===== src/sv/lice_pkg.sv =====
// Shared types and constants for the LR(0) item closure engine.
// Depends on nothing; used by lice_sym_store and lr0_item_closure_engine_unit.
package lice_pkg;

	localparam int unsigned RULES  = 32;
	localparam int unsigned RIDX_W = 5;
	localparam int unsigned RLEN   = 8;
	localparam int unsigned DOT_W  = 3;
	localparam int unsigned LEN_W  = 4;
	localparam int unsigned ROW_W  = 9;
	localparam int unsigned SYM_W  = 6;
	localparam int unsigned SYMS   = 64;
	localparam int unsigned CNT_W  = 6;
	localparam int unsigned ADDR_W = RIDX_W + DOT_W;

	typedef enum logic [2:0] {
		F_HEAD  = 3'd0,
		F_SYM   = 3'd1,
		F_CLEAR = 3'd2,
		F_ADD   = 3'd3,
		F_INIT  = 3'd4,
		F_CLOSE = 3'd5,
		F_GOTO  = 3'd6,
		F_QUERY = 3'd7
	} func_t;

	typedef enum logic [1:0] {
		R_ACK  = 2'd0,
		R_ROW  = 2'd1,
		R_MASK = 2'd2
	} reply_t;

	typedef enum logic [2:0] {
		S_IDLE,
		S_WALK,
		S_ADD,
		S_ROWS,
		S_REPLY
	} state_t;

	typedef enum logic {
		C_RULE_COUNT = 1'b0,
		C_TERM_COUNT = 1'b1
	} cfg_t;

endpackage


===== src/sv/lice_sym_store.sv =====
// Right-hand symbol store: one write port, one registered read port.
// Depends on lice_pkg.
module lice_sym_store (
	input  logic                        clk,
	input  logic                        we,
	input  logic [lice_pkg::ADDR_W-1:0] waddr,
	input  logic [lice_pkg::SYM_W-1:0]  wdata,
	input  logic [lice_pkg::ADDR_W-1:0] raddr,
	output logic [lice_pkg::SYM_W-1:0]  rdata
);

	logic [lice_pkg::SYM_W-1:0] mem [lice_pkg::RULES*lice_pkg::RLEN];

	always_ff @(posedge clk) begin
		if (we) begin
			mem[waddr] <= wdata;
		end
		rdata <= mem[raddr];
	end

endmodule


===== src/sv/lr0_item_closure_engine_unit.sv =====
// LR(0) item set engine: loads, clear, add, initial go through the reply state to the acknowledge word.
// Goto and symbol mask query: walk all (rule, dot) pairs, one symbol store read per cycle (n = rules in use).
// Close: each pass walks the pairs and then scans the n rows, at most n+1 passes.
// Row readout: one word per cycle while the output is not held, n words. One command is in work at a time.
// Reset (arst_n low) clears the item set, both registers and all control state.
module lr0_item_closure_engine_unit (
	input  logic                        clk,
	input  logic                        arst_n,
	input  logic                        in_valid,
	output logic                        in_ready,
	input  logic [2:0]                  func,
	input  logic [4:0]                  rule_index,
	input  logic [3:0]                  position,
	input  logic [5:0]                  symbol,
	input  logic                        readout_kind,
	output logic                        out_valid,
	input  logic                        out_ready,
	output logic [1:0]                  reply_kind,
	output logic [4:0]                  row_rule,
	output logic [8:0]                  dot_mask,
	output logic [63:0]                 symbol_mask,
	output logic                        last,
	input  logic                        cfg_we,
	input  logic                        cfg_index,
	input  logic [6:0]                  cfg_data
);

	// Configuration registers.
	logic [5:0] rc_q;
	logic [6:0] tc_q;

	// Grammar heads and the current item set.
	logic [lice_pkg::SYM_W-1:0] left_q [lice_pkg::RULES];
	logic [lice_pkg::LEN_W-1:0] len_q  [lice_pkg::RULES];
	logic [lice_pkg::ROW_W-1:0] rows_q [lice_pkg::RULES];

	lice_pkg::state_t state_q, state_d;
	lice_pkg::func_t  func_q;
	lice_pkg::reply_t rk_q;
	logic [lice_pkg::SYM_W-1:0] gsym_q;

	// Walk over (rule, dot) pairs: issue counter and one read stage.
	logic                        iss_q;
	logic [lice_pkg::ADDR_W-1:0] ia_q;
	logic                        v_s1;
	logic [lice_pkg::RIDX_W-1:0] r_s1;
	logic [lice_pkg::DOT_W-1:0]  d_s1;
	logic                        last_s1;
	logic [lice_pkg::SYM_W-1:0]  sym_rd;

	logic [lice_pkg::SYMS-1:0]  mask_q, want_q;
	logic [lice_pkg::ROW_W-1:0] mv_q;
	logic [lice_pkg::RIDX_W-1:0] ar_q;
	logic                        chg_q;

	logic                        out_valid_q;
	lice_pkg::reply_t            okind_q;
	logic [4:0]                  orow_q;
	logic [8:0]                  odots_q;
	logic [63:0]                 osyms_q;
	logic                        olast_q;

	logic [lice_pkg::CNT_W-1:0]  n;
	logic [lice_pkg::CNT_W-1:0]  n_m1;
	logic                        acc;
	logic                        out_free;
	logic                        out_load;
	logic                        last_iss;
	logic                        hit;
	logic [lice_pkg::SYMS-1:0]   mask_next;
	logic [lice_pkg::SYMS-1:0]   want_next;
	logic [lice_pkg::ROW_W-1:0]  mv_next;
	logic                        add_set;
	logic                        ar_last;
	logic                        sym_we;
	logic [lice_pkg::ADDR_W-1:0] sym_waddr;
	lice_pkg::func_t             fin;

	// Rules in use never exceed the table depth.
	assign n        = (rc_q > lice_pkg::CNT_W'(lice_pkg::RULES))
	                  ? lice_pkg::CNT_W'(lice_pkg::RULES) : rc_q;
	assign n_m1     = n - lice_pkg::CNT_W'(1);
	assign in_ready = (state_q == lice_pkg::S_IDLE);
	assign acc      = in_valid && in_ready;
	assign out_free = !out_valid_q || out_ready;
	// A new reply word enters the output register in these states when it is free.
	assign out_load = out_free
	                  && ((state_q == lice_pkg::S_ROWS) || (state_q == lice_pkg::S_REPLY));
	assign fin      = lice_pkg::func_t'(func);
	assign last_iss = (ia_q == {n_m1[lice_pkg::RIDX_W-1:0], {lice_pkg::DOT_W{1'b1}}});

	assign sym_we    = acc && (fin == lice_pkg::F_SYM) && (position < 4'(lice_pkg::RLEN));
	assign sym_waddr = {rule_index, position[lice_pkg::DOT_W-1:0]};

	lice_sym_store u_store (
		.clk   (clk),
		.we    (sym_we),
		.waddr (sym_waddr),
		.wdata (symbol),
		.raddr (ia_q),
		.rdata (sym_rd)
	);

	// A dot counts only inside the rule; complete items never contribute.
	assign hit = v_s1 && (lice_pkg::LEN_W'(d_s1) < len_q[r_s1]) && rows_q[r_s1][d_s1];
	assign mask_next = mask_q | (hit ? (lice_pkg::SYMS'(1) << sym_rd) : '0);
	assign mv_next = mv_q | ((hit && (sym_rd == gsym_q))
	                 ? (lice_pkg::ROW_W'(1) << (lice_pkg::DOT_W+1)'({1'b0, d_s1} + 4'd1))
	                 : '0);

	// Keep only nonterminals: codes at or above the terminal count.
	always_comb begin
		for (int s = 0; s < int'(lice_pkg::SYMS); s++) begin
			want_next[s] = mask_next[s] && (7'(s) >= tc_q);
		end
	end

	assign add_set = want_q[left_q[ar_q]] && !rows_q[ar_q][0];
	assign ar_last = (ar_q == n_m1[lice_pkg::RIDX_W-1:0]);

	// Next-state logic.
	always_comb begin
		state_d = state_q;
		case (state_q)
			lice_pkg::S_IDLE: begin
				if (acc) begin
					case (fin)
						lice_pkg::F_CLOSE, lice_pkg::F_GOTO: begin
							state_d = (n == '0) ? lice_pkg::S_REPLY : lice_pkg::S_WALK;
						end
						lice_pkg::F_QUERY: begin
							if (readout_kind) begin
								state_d = (n == '0) ? lice_pkg::S_REPLY : lice_pkg::S_ROWS;
							end else begin
								state_d = (n == '0) ? lice_pkg::S_REPLY : lice_pkg::S_WALK;
							end
						end
						default: state_d = lice_pkg::S_REPLY;
					endcase
				end
			end
			lice_pkg::S_WALK: begin
				if (v_s1 && last_s1) begin
					state_d = (func_q == lice_pkg::F_CLOSE) ? lice_pkg::S_ADD : lice_pkg::S_REPLY;
				end
			end
			lice_pkg::S_ADD: begin
				if (ar_last) begin
					state_d = (chg_q || add_set) ? lice_pkg::S_WALK : lice_pkg::S_REPLY;
				end
			end
			lice_pkg::S_ROWS: begin
				if (out_free && ar_last) begin
					state_d = lice_pkg::S_IDLE;
				end
			end
			lice_pkg::S_REPLY: begin
				if (out_free) begin
					state_d = lice_pkg::S_IDLE;
				end
			end
			default: state_d = lice_pkg::S_IDLE;
		endcase
	end

	always_ff @(posedge clk or negedge arst_n) begin
		if (!arst_n) begin
			state_q <= lice_pkg::S_IDLE;
		end else begin
			state_q <= state_d;
		end
	end

	// Grammar heads carry no reset.
	always_ff @(posedge clk) begin
		if (acc && (fin == lice_pkg::F_HEAD)) begin
			left_q[rule_index] <= symbol;
			len_q[rule_index]  <= (position > 4'(lice_pkg::RLEN))
			                      ? lice_pkg::LEN_W'(lice_pkg::RLEN) : position;
		end
	end

	// Control, item set and walk datapath.
	always_ff @(posedge clk or negedge arst_n) begin
		if (!arst_n) begin
			rc_q        <= '0;
			tc_q        <= '0;
			for (int r = 0; r < int'(lice_pkg::RULES); r++) begin
				rows_q[r] <= '0;
			end
			func_q      <= lice_pkg::F_HEAD;
			rk_q        <= lice_pkg::R_ACK;
			gsym_q      <= '0;
			iss_q       <= 1'b0;
			ia_q        <= '0;
			v_s1        <= 1'b0;
			r_s1        <= '0;
			d_s1        <= '0;
			last_s1     <= 1'b0;
			mask_q      <= '0;
			want_q      <= '0;
			mv_q        <= '0;
			ar_q        <= '0;
			chg_q       <= 1'b0;
			out_valid_q <= 1'b0;
			okind_q     <= lice_pkg::R_ACK;
			orow_q      <= '0;
			odots_q     <= '0;
			osyms_q     <= '0;
			olast_q     <= 1'b0;
		end else begin
			if (cfg_we) begin
				case (lice_pkg::cfg_t'(cfg_index))
					lice_pkg::C_RULE_COUNT: rc_q <= cfg_data[5:0];
					lice_pkg::C_TERM_COUNT: tc_q <= cfg_data;
					default: ;
				endcase
			end

			if (out_load) begin
				out_valid_q <= 1'b1;
			end else if (out_ready) begin
				out_valid_q <= 1'b0;
			end

			// The read stage is registered from the issue counter, in the cycle after it.
			v_s1    <= iss_q;
			r_s1    <= ia_q[lice_pkg::ADDR_W-1:lice_pkg::DOT_W];
			d_s1    <= ia_q[lice_pkg::DOT_W-1:0];
			last_s1 <= last_iss;
			if (iss_q) begin
				ia_q <= ia_q + lice_pkg::ADDR_W'(1);
				if (last_iss) begin
					iss_q <= 1'b0;
				end
			end

			case (state_q)
				lice_pkg::S_IDLE: begin
					if (acc) begin
						func_q <= fin;
						gsym_q <= symbol;
						rk_q   <= lice_pkg::R_ACK;
						mask_q <= '0;
						mv_q   <= '0;
						ar_q   <= '0;
						chg_q  <= 1'b0;
						ia_q   <= '0;
						case (fin)
							lice_pkg::F_CLEAR: begin
								for (int r = 0; r < int'(lice_pkg::RULES); r++) begin
									rows_q[r] <= '0;
								end
							end
							lice_pkg::F_ADD: begin
								if ({1'b0, position} <= 5'(len_q[rule_index])) begin
									rows_q[rule_index] <= rows_q[rule_index]
									    | (lice_pkg::ROW_W'(1) << position);
								end
							end
							lice_pkg::F_INIT: begin
								for (int r = 0; r < int'(lice_pkg::RULES); r++) begin
									rows_q[r] <= ((lice_pkg::CNT_W'(r) < n) && (len_q[r] != '0))
									             ? lice_pkg::ROW_W'(1) : '0;
								end
							end
							lice_pkg::F_GOTO: begin
								// Rows beyond the rules in use are never walked, so clear them now.
								for (int r = 0; r < int'(lice_pkg::RULES); r++) begin
									if (lice_pkg::CNT_W'(r) >= n) begin
										rows_q[r] <= '0;
									end
								end
								iss_q <= (n != '0);
							end
							lice_pkg::F_CLOSE: begin
								iss_q <= (n != '0);
							end
							lice_pkg::F_QUERY: begin
								if (!readout_kind) begin
									rk_q  <= lice_pkg::R_MASK;
									iss_q <= (n != '0);
								end
							end
							default: ;
						endcase
					end
				end
				lice_pkg::S_WALK: begin
					mask_q <= mask_next;
					if (v_s1 && (func_q == lice_pkg::F_GOTO)) begin
						if (d_s1 == {lice_pkg::DOT_W{1'b1}}) begin
							rows_q[r_s1] <= mv_next;
							mv_q         <= '0;
						end else begin
							mv_q <= mv_next;
						end
					end
					if (v_s1 && last_s1) begin
						want_q <= want_next;
						ar_q   <= '0;
						chg_q  <= 1'b0;
					end
				end
				lice_pkg::S_ADD: begin
					// One row per cycle: add the dot-0 item of every wanted head.
					if (add_set) begin
						rows_q[ar_q] <= rows_q[ar_q] | lice_pkg::ROW_W'(1);
						chg_q        <= 1'b1;
					end
					ar_q <= ar_q + lice_pkg::RIDX_W'(1);
					if (ar_last && (chg_q || add_set)) begin
						mask_q <= '0;
						ia_q   <= '0;
						iss_q  <= 1'b1;
					end
				end
				lice_pkg::S_ROWS: begin
					if (out_free) begin
						okind_q     <= lice_pkg::R_ROW;
						orow_q      <= ar_q;
						odots_q     <= rows_q[ar_q];
						osyms_q     <= '0;
						olast_q     <= ar_last;
						ar_q        <= ar_q + lice_pkg::RIDX_W'(1);
					end
				end
				lice_pkg::S_REPLY: begin
					if (out_free) begin
						okind_q     <= rk_q;
						orow_q      <= '0;
						odots_q     <= '0;
						osyms_q     <= (rk_q == lice_pkg::R_MASK) ? mask_q : '0;
						olast_q     <= 1'b1;
					end
				end
				default: ;
			endcase
		end
	end

	assign out_valid   = out_valid_q;
	assign reply_kind  = okind_q;
	assign row_rule    = orow_q;
	assign dot_mask    = odots_q;
	assign symbol_mask = osyms_q;
	assign last        = olast_q;

endmodule

===== config.mk =====
export PLATFORM = sky130hd
export DESIGN_NAME = lr0_item_closure_engine_unit
export DESIGN_NICKNAME = d
export VERILOG_FILES = /design/src/sv/lice_pkg.sv /design/src/sv/lice_sym_store.sv /design/src/sv/lr0_item_closure_engine_unit.sv
export SDC_FILE = /design/constraint.sdc
export NUM_CORES = 2
export LEC_CHECK = 0
export BUFFER_PORTS_ARGS = -buffer_cell sky130_fd_sc_hd__buf_4
export CAP_MARGIN = 10
export CORE_MARGIN = 4
export CORE_UTILIZATION = 25
export CTS_CLUSTER_DIAMETER = 150
export DETAILED_ROUTE_END_ITERATION = 10
export PLACE_DENSITY = 0.41
export SLEW_MARGIN = 40
export SYNTH_ARGS = -nofsm -noshare
export SYNTH_HDL_FRONTEND = slang
export SYNTH_SLANG_ARGS = --single-unit

===== constraint.sdc =====
create_clock -name clk -period 6.5 [get_ports clk]
set_input_delay 0 -clock clk [delete_from_list [all_inputs] [get_ports clk]]
set_output_delay 0 -clock clk [all_outputs]
set_load 0.1 [all_outputs]

Word level (Yosys, flattened, before mapping)
Memory sizes are Yosys's and may differ from the RTL's. A register that Yosys moved wholly into a read port is not among the register bits.
Index checks and enable logic that the tools add are counted.
Operators by class
  add/subtract/negate cells: 4
  magnitude comparators: 141
  eq/ne operators: 62
  shift operators: 3
  mux-type cells: 159
  bitwise logic cells: 7
  reduce and logical (&&, ||, !) cells: 201
Operators with widths (number)
  two-way mux 288 bit: 5
  case mux 288 bit (4 select lines): 1
  bitwise mux 288 bit: 3
  case mux 288 bit (3 select lines): 1
  two-way mux 9 bit: 45
  two-way mux 64 bit: 6
  AND reduction 8 bit: 32
  greater-or-equal comparator 6 x 7 -> 1 bit (first input constant): 32
  case mux 64 bit (3 select lines): 1
  binary-select mux 9 bit (select 5 bit): 3
  demux 9 bit (select 5 bit): 3
  nonzero test 4 bit: 33
  case mux 64 bit (2 select lines): 1
  greater-or-equal comparator 5 x 7 -> 1 bit (first input constant): 16
  logical AND 1 bit: 112
  != test 3 bit (second input constant): 33
  greater-or-equal comparator 5 x 6 -> 1 bit (first input constant): 16
  < comparator 5 x 6 -> 1 bit (first input constant): 16
  OR 64 bit: 1
  << shifter 1 x 6 -> 64 bit (first input constant): 1
  greater-or-equal comparator 4 x 7 -> 1 bit (first input constant): 8
  two-way mux 1 bit: 50
  greater-or-equal comparator 4 x 6 -> 1 bit (first input constant): 8
  < comparator 4 x 6 -> 1 bit (first input constant): 8
  65 further kinds: 142
Word-level totals
  register bits: 559
  RAM bits: 1856
  input bits: 32
  output and inout bits: 83
  word-level logic and storage cells: 635
  memories: 3
Memory list
  u_store.mem: words 256, bits a word 6, rd ports 1, clocked after Yosys merged registers in 1, wr ports 1, line lice_sym_store.sv:12  | logic [lice_pkg::SYM_W-1:0] mem [lice_pkg::RULES*lice_pkg::RLEN];
  left_q: words 32, bits a word 6, rd ports 1, clocked after Yosys merged registers in 0, wr ports 1, line lr0_item_closure_engine_unit.sv:33  | logic [lice_pkg::SYM_W-1:0] left_q [lice_pkg::RULES];
  len_q: words 32, bits a word 4, rd ports 34, clocked after Yosys merged registers in 0, wr ports 1, line lr0_item_closure_engine_unit.sv:34  | logic [lice_pkg::LEN_W-1:0] len_q [lice_pkg::RULES];

Longest topological paths before layout
  word-level depth: 14
  mapped depth: 26
  mapped depth without buffers: 18

Modules after synthesis
Synthesis repeated with hierarchy kept, for this count alone.
Unflattened totals
  cell total of the unflattened synthesis: 8445
  area total of the unflattened synthesis: 115504.5 µm²
Modules (own cells, without submodules)
  lice_sym_store: instances 1, cells an instance 2964, area an instance 60073.9 µm², sequential area each 46244.4 µm²
  lr0_item_closure_engine_unit: instances 1, cells an instance 5481, area an instance 55430.7 µm², sequential area each 23572.6 µm²

Worst setup path before layout
No wires, ideal clock.
  path type: input -> register
  start: input port rule_index[0]
  end: register rows_q[250] (netlist bit)
  library setup time: 0.086 ns
  arrival time: 5.325 ns
  required time: 6.414 ns
  setup slack: 1.089 ns
  stages on the path: 24
  path buffers: 10
  path through: clkbuf_1 -> buf_2 -> buf_2 -> buf_2 -> buf_2 -> buf_2 -> buf_2 -> mux4_2 -> a21oi_1 -> nor2_1 -> a221oi_1 -> ha_1 -> nor2b_1 -> o21a_1 -> o21a_1 -> o21a_1 -> o21ai_0 -> o21ai_0 -> a211o_1 -> clkbuf_1 -> a31o_4 -> buf_6 -> buf_2 -> o221ai_2
Between the ends
  longest elaborated chain between the ends: 10
  elaborated cells between the ends (all ways): 19
  those cells by class: order compare: 3; eq/ne: 1; mux: 10; bitwise: 2; reduce/logical: 2; memory: 1
RTL lines
  from (decl): line lr0_item_closure_engine_unit.sv:12  | input logic [4:0] rule_index,
  inverter 5 -> 6 bit (not written as such): line lr0_item_closure_engine_unit.sv:257  | rows_q[rule_index] <= rows_q[rule_index]
  greater-or-equal comparator 6 bit (not written as such), or another cell as far along: line lr0_item_closure_engine_unit.sv:257
  logical AND 1 bit (not written as such) / two-way mux 9 bit (equally long branches): line lr0_item_closure_engine_unit.sv:257
  two-way mux 9 bit (not written as such): line lr0_item_closure_engine_unit.sv:257
  demux 9 bit (select 5 bit) / OR 9 bit (equally long branches): line lr0_item_closure_engine_unit.sv:257, lr0_item_closure_engine_unit.sv:258
  bitwise mux 288 bit: line lr0_item_closure_engine_unit.sv:257
  two-way mux 288 bit: line lr0_item_closure_engine_unit.sv:256  | if ({1'b0, position} <= 5'(len_q[rule_index])) begin
  case mux 288 bit (4 select lines): line lr0_item_closure_engine_unit.sv:249  | case (fin)
  two-way mux 288 bit: line lr0_item_closure_engine_unit.sv:240  | if (acc) begin
  case mux 288 bit (3 select lines): line lr0_item_closure_engine_unit.sv:238  | case (state_q)
  to (signal, indexed assignment): line lr0_item_closure_engine_unit.sv:257
  to (signal, indexed assignment): line lr0_item_closure_engine_unit.sv:263  | rows_q[r] <= ((lice_pkg::CNT_W'(r) < n) && (len_q[r] != '0))
  to (signal, indexed assignment): line lr0_item_closure_engine_unit.sv:293  | rows_q[r_s1] <= mv_next;
  to (decl): line lr0_item_closure_engine_unit.sv:35  | logic [lice_pkg::ROW_W-1:0] rows_q [lice_pkg::RULES];
Parallel ways exist; a longest one is shown, timed or not. The select of a mux whose other input is x is not followed.
A chain may end at the register's enable or synchronous reset.

Worst setup path in the final report
  start: register r_s1[4] (netlist bit)
  end: register rows_q[250] (netlist bit)
Between the ends
  longest elaborated chain between the ends: 14
  elaborated cells between the ends (all ways): 22
  those cells by class: order compare: 3; mux: 12; bitwise: 2; reduce/logical: 4; memory: 1
RTL lines
  from (decl): line lr0_item_closure_engine_unit.sv:46  | logic [lice_pkg::RIDX_W-1:0] r_s1;
  from (signal assigned): line lr0_item_closure_engine_unit.sv:228  | r_s1 <= ia_q[lice_pkg::ADDR_W-1:lice_pkg::DOT_W];
  inverter 5 -> 6 bit (not written as such): line lr0_item_closure_engine_unit.sv:105, lr0_item_closure_engine_unit.sv:293
  binary-select mux 9 bit (select 5 bit): line lr0_item_closure_engine_unit.sv:105  | assign hit = v_s1 && (lice_pkg::LEN_W'(d_s1) < len_q[r_s1]) && rows_q[r_s1][d_s1];
  two-way mux 8 bit (not written as such) (2 in series): line lr0_item_closure_engine_unit.sv:105
  binary-select mux 1 bit (select 3 bit): line lr0_item_closure_engine_unit.sv:105
  two-way mux 1 bit (not written as such): line lr0_item_closure_engine_unit.sv:105
  logical AND 1 bit: line lr0_item_closure_engine_unit.sv:105
  logical AND 1 bit: line lr0_item_closure_engine_unit.sv:107  | assign mv_next = mv_q | ((hit && (sym_rd == gsym_q))
  two-way mux 9 bit: line lr0_item_closure_engine_unit.sv:108  | ? (lice_pkg::ROW_W'(1) << (lice_pkg::DOT_W+1)'({1'b0, d_s1} + 4'd1))
  OR 9 bit: line lr0_item_closure_engine_unit.sv:107
  bitwise mux 288 bit (*): line lr0_item_closure_engine_unit.sv:293
  two-way mux 288 bit (*): line lr0_item_closure_engine_unit.sv:292  | if (d_s1 == {lice_pkg::DOT_W{1'b1}}) begin
  two-way mux 288 bit (*): line lr0_item_closure_engine_unit.sv:291  | if (v_s1 && (func_q == lice_pkg::F_GOTO)) begin
  case mux 288 bit (3 select lines) (*): line lr0_item_closure_engine_unit.sv:238
  to (signal, indexed assignment): line lr0_item_closure_engine_unit.sv:257
  to (signal, indexed assignment): line lr0_item_closure_engine_unit.sv:293
  to (signal, indexed assignment): line lr0_item_closure_engine_unit.sv:308  | rows_q[ar_q] <= rows_q[ar_q] | lice_pkg::ROW_W'(1);
Mark *: on every way between the ends. The rest lies on a longest branch, timed or not. The select of a mux whose other input is x is not followed.

==> out/results.tsv <==
stage	metric	value	unit
min_path	Endpoint, Worst Hold	u_store.mem[54][2]$_DFFE_PP_	
logic_synthesis	post-synth top area cell	edfxtp_1	
run	max_cap viols	0	
layout	fraction of layout cells with a size suffix above 1	0.2490	
grt	number of global-route vias before repair	80720	
critical_path	Worst Path Max Fanout	31	
sta	Pins Over Slew Limit	0	
sta	Worst Skew	0.04475	ns
sta	# setup viols final	0	
sta	Worst-Margin Slew	0.9770	ns
clock_tree	total CTS buffers	284	
layout	Final #Nets	8440	
floorplan	Die Ht	694.4	µm
logic_synthesis	Mapped Area	117800	µm²
grt	overflow left after global routing	0	
floorplan	I/O Pins	115	
logic_synthesis	Post-Synthesis Cells	8381	
logic_synthesis	Mapped Nets	8428	
status	outcome	finished clean	
critical_path	Critical Path Max Stage Delay	0.87	ns
route	Routed Wire Length	464.8	mm
floorplan	die width	694.4	µm
layout	Filler Cell Count	46450	
power_and_ir_drop	worst vdd rail ir drop	0.2436	mV
sta	Hold Vio Cnt, Final	0	
critical_path	Reg2Reg Capture Point	rows_q[250]$_DFFE_PN0P_	
logic_synthesis	Yosys cell types	76	
placement	HPWL after detailed placement	303.8	mm
critical_path	r2r startpoint	r_s1[4]$_DFF_PN0_	
critical_path	Slowest-stage cell, CP	dfrtp_1	
logic_synthesis	flops & latches, synth	2420	
critical_path	r2r setup slk	0.83	ns
clock_tree	clk root buf	clkbuf_16	
clock_tree	TritonCTS clock tree	done	
layout	commonest cells after routing, fill and taps aside	edfxtp_1, nand2_1, mux4_2, o21ai_0, nor2_1	
logic_synthesis	register area share after synthesis	0.5928	
logic_synthesis	post-synthesis async set-or-reset flop share	0.2306	
route	wl on met1	197.6	mm
min_path	Hold WC Path Type	in2reg	
floorplan	Core Area	468300	µm²
critical_path	startpoint types	flop	
logic_synthesis	synth warn	0	
grt	first-pass GRT wire length	650.5	mm
floorplan	Row Count	251	
sta	f_max	176.5	MHz
critical_path	critical path, cell by cell	or3_1 -> buf_4 -> o22ai_1 -> o41ai_1 -> a21oi_1 -> a311oi_2 -> buf_4 -> nand4_1 -> buf_4 -> nor2_1 -> a21o_1 -> buf_12 -> a222oi_1 -> o221ai_2	
critical_path	crit path capture type	flop	
grt	largest net degree at the start of global routing	184	
critical_path	R2R cell count	14	
layout	Core Util, Final	0.2935	
logic_synthesis	Avg Cell Area, Syn	14.05	µm²
route	DR WL met3	37.96	mm
route	Antenna Nets Post-Route	0	
clock_tree	Clock transition at path regs	0.07	ns
critical_path	Top cell by count, worst path	buf_4	
layout	Multi-input gate area	45180	µm²
route	top sig layer	met5	
critical_path	Critical Path AT	6.51	ns
layout	Layout area overhead	16.67	%
logic_synthesis	Yosys top cell area share	0.4732	
logic_synthesis	most common flop cell mapped by yosys	edfxtp_1	
critical_path	WS Path Type	reg2reg	
sta	fin crit period	5.667	ns
min_path	Hold Path Depth	2	
route	DRC Markers	0	
placement	GP Congestion	0.9359	
clock_tree	clk buf depth	4	
layout	FF/Latch Area	69850	µm²
clock_tree	worst skew pair latency	0.94	ns
route	DRT Pass-1 Iters	9	
placement	IO buf count	114	
floorplan	Initial Utilization	0.2515	
min_path	Hold Crit Start	symbol[2]	
clock_tree	H-tree depth	5	
logic_synthesis	Post-synth EDFFs	1856	
critical_path	Critical Path RT	7.34	ns
power_and_ir_drop	leakage power	42.90	nW
sta	Max-slew headroom	0.3478	
layout	most common cell after layout, fill and taps aside	edfxtp_1	
route	Routed met2 length	210.5	mm
route	post-DR wirelength/cell	31.37	µm
floorplan	die area	482200	µm²
route	vias per inst	5.548	
clock_tree	Sink Count	2420	
sta	Setup TNS	0	ns
sta	RSZ-0062 raised after global routing	false	
layout	final instance area	137400	µm²
placement	DP Area	127700	µm²
sta	crit share post-route	0.8718	
clock_tree	post_cts resized	0	
grt	GRT Total Usage	0.1865	
grt	initial antenna violation count	28	
route	initial detailed-routing violation count	11130	
logic_synthesis	top cells by area, synth	edfxtp_1, mux4_2, dfrtp_1	
power_and_ir_drop	pwr dens	363.7	nW/µm²
route	total number of vias	82210	
[cell families (layout without fill, tap and decap cells)]
group | after synthesis | count (layout) | synth area share
fa+ha+maj | 15 | 15 | 0.001593
xor+xnor | 25 | 25 | 0.001859
flops | 2420 | 2420 | 0.5928
buf+inv | 845 | 1075 | 0.03096
other cells | 0 | 9 | 0
simple gates | 1887 | 1887 | 0.06861
compound gates | 2241 | 2241 | 0.1404
mux | 948 | 948 | 0.1638
[layout make-up]
type                    instances  area share
diodes                          9   0.0001639
clock buffers                 373     0.05658
clock inverters               131    0.008732
inverters                      29   0.0008286
multi-input cells            5116      0.3288
flip-flops and latches       2420      0.5083
well taps                    6198     0.05643
repair buffers                542     0.04017
[through the flow]
step	std cells	total power, mW	hold slack, ns	worst slack [ns]
3_3_place_gp	14230	33.81	0.2185	0.8268
3_5_place_dp	14250	34.19	-0.1074	0.9190
2_1_floorplan	8381	28.11	-0.2956	1.089
4_1_cts	14800	50.14	0.03285	0.8881
6_report	14820	49.98	0.1071	0.8334
5_1_grt	14810	51.86	0.07275	0.7312
[cells in the mapped netlist, types with 39 or more instances]
| master | instances |
|---|---|
| edfxtp_1 | 1856 |
| nand2_1 | 839 |
| mux4_2 | 780 |
| o21ai_0 | 739 |
| nor2_1 | 639 |
| clkbuf_1 | 598 |
| dfrtp_1 | 558 |
| a21oi_1 | 474 |
| o221ai_2 | 262 |
| a222oi_1 | 249 |
| mux2i_1 | 137 |
| a22oi_1 | 93 |
| nor3_1 | 92 |
| buf_1 | 90 |
| a211oi_1 | 86 |
| o22ai_1 | 80 |
| a22o_1 | 78 |
| buf_2 | 55 |
| nand3_1 | 52 |
| nor2b_1 | 39 |
[worst max-delay path by stage]
stage / from / cells past startpoint / to / slack (ns)
2_1_floorplan: rule_index[0] / 24 / rows_q[250]$_DFFE_PN0P_ / 1.09
3_3_place_gp: ar_q[2]$_DFFE_PN0P_ / 12 / rows_q[53]$_DFFE_PN0P_ / 0.83
3_5_place_dp: ar_q[1]$_DFFE_PN0P_ / 13 / rows_q[44]$_DFFE_PN0P_ / 0.92
4_1_cts: ar_q[1]$_DFFE_PN0P_ / 13 / rows_q[44]$_DFFE_PN0P_ / 0.89
5_1_grt: ar_q[1]$_DFFE_PN0P_ / 13 / rows_q[44]$_DFFE_PN0P_ / 0.73
6_report: r_s1[4]$_DFF_PN0_ / 14 / rows_q[250]$_DFFE_PN0P_ / 0.83
[sequential cells by signal, summed over array words and instances, names as in the netlist, 64 cells and up]
register and cells:
rows_q 288, left_q 192, u_store.mem 1536, symbol_mask 64, mask_q 64, len_q 128
want_q 64
[power by group]
part	switching, mW	internal (mW)	total [mW]	leakage [nW]
Sequential	1.92	17.5	19.4	24.4
Clock	6.71	9.09	15.8	4.40
Combinational	9.22	5.54	14.8	14.1
Total	17.9	32.1	50.0	42.9
[critical path, delay by kind of cell, from the launching register on]
| family | cells | cell delay (ns) |
|---|---|---|
| and+or+nand+nor | 3 | 1.16 |
| buffers and inverters | 4 | 1.10 |
| DFF | 1 | 0.87 |
| AOI/OAI and AO/OA | 7 | 2.36 |
[repair_timing]
item,CTS,global route
hold buffers,53,0
hold endpoints to repair,1642,0
buffers inserted,0,0
[metal layers]
layer  global-route usage  vias up
li1                     -    33840
met1               0.2582    43360
met2               0.2912     4140
met3              0.03473      865
met4              0.06751       10
met5                    0        -
No activity file was read; power rests on OpenSTA's default activity.
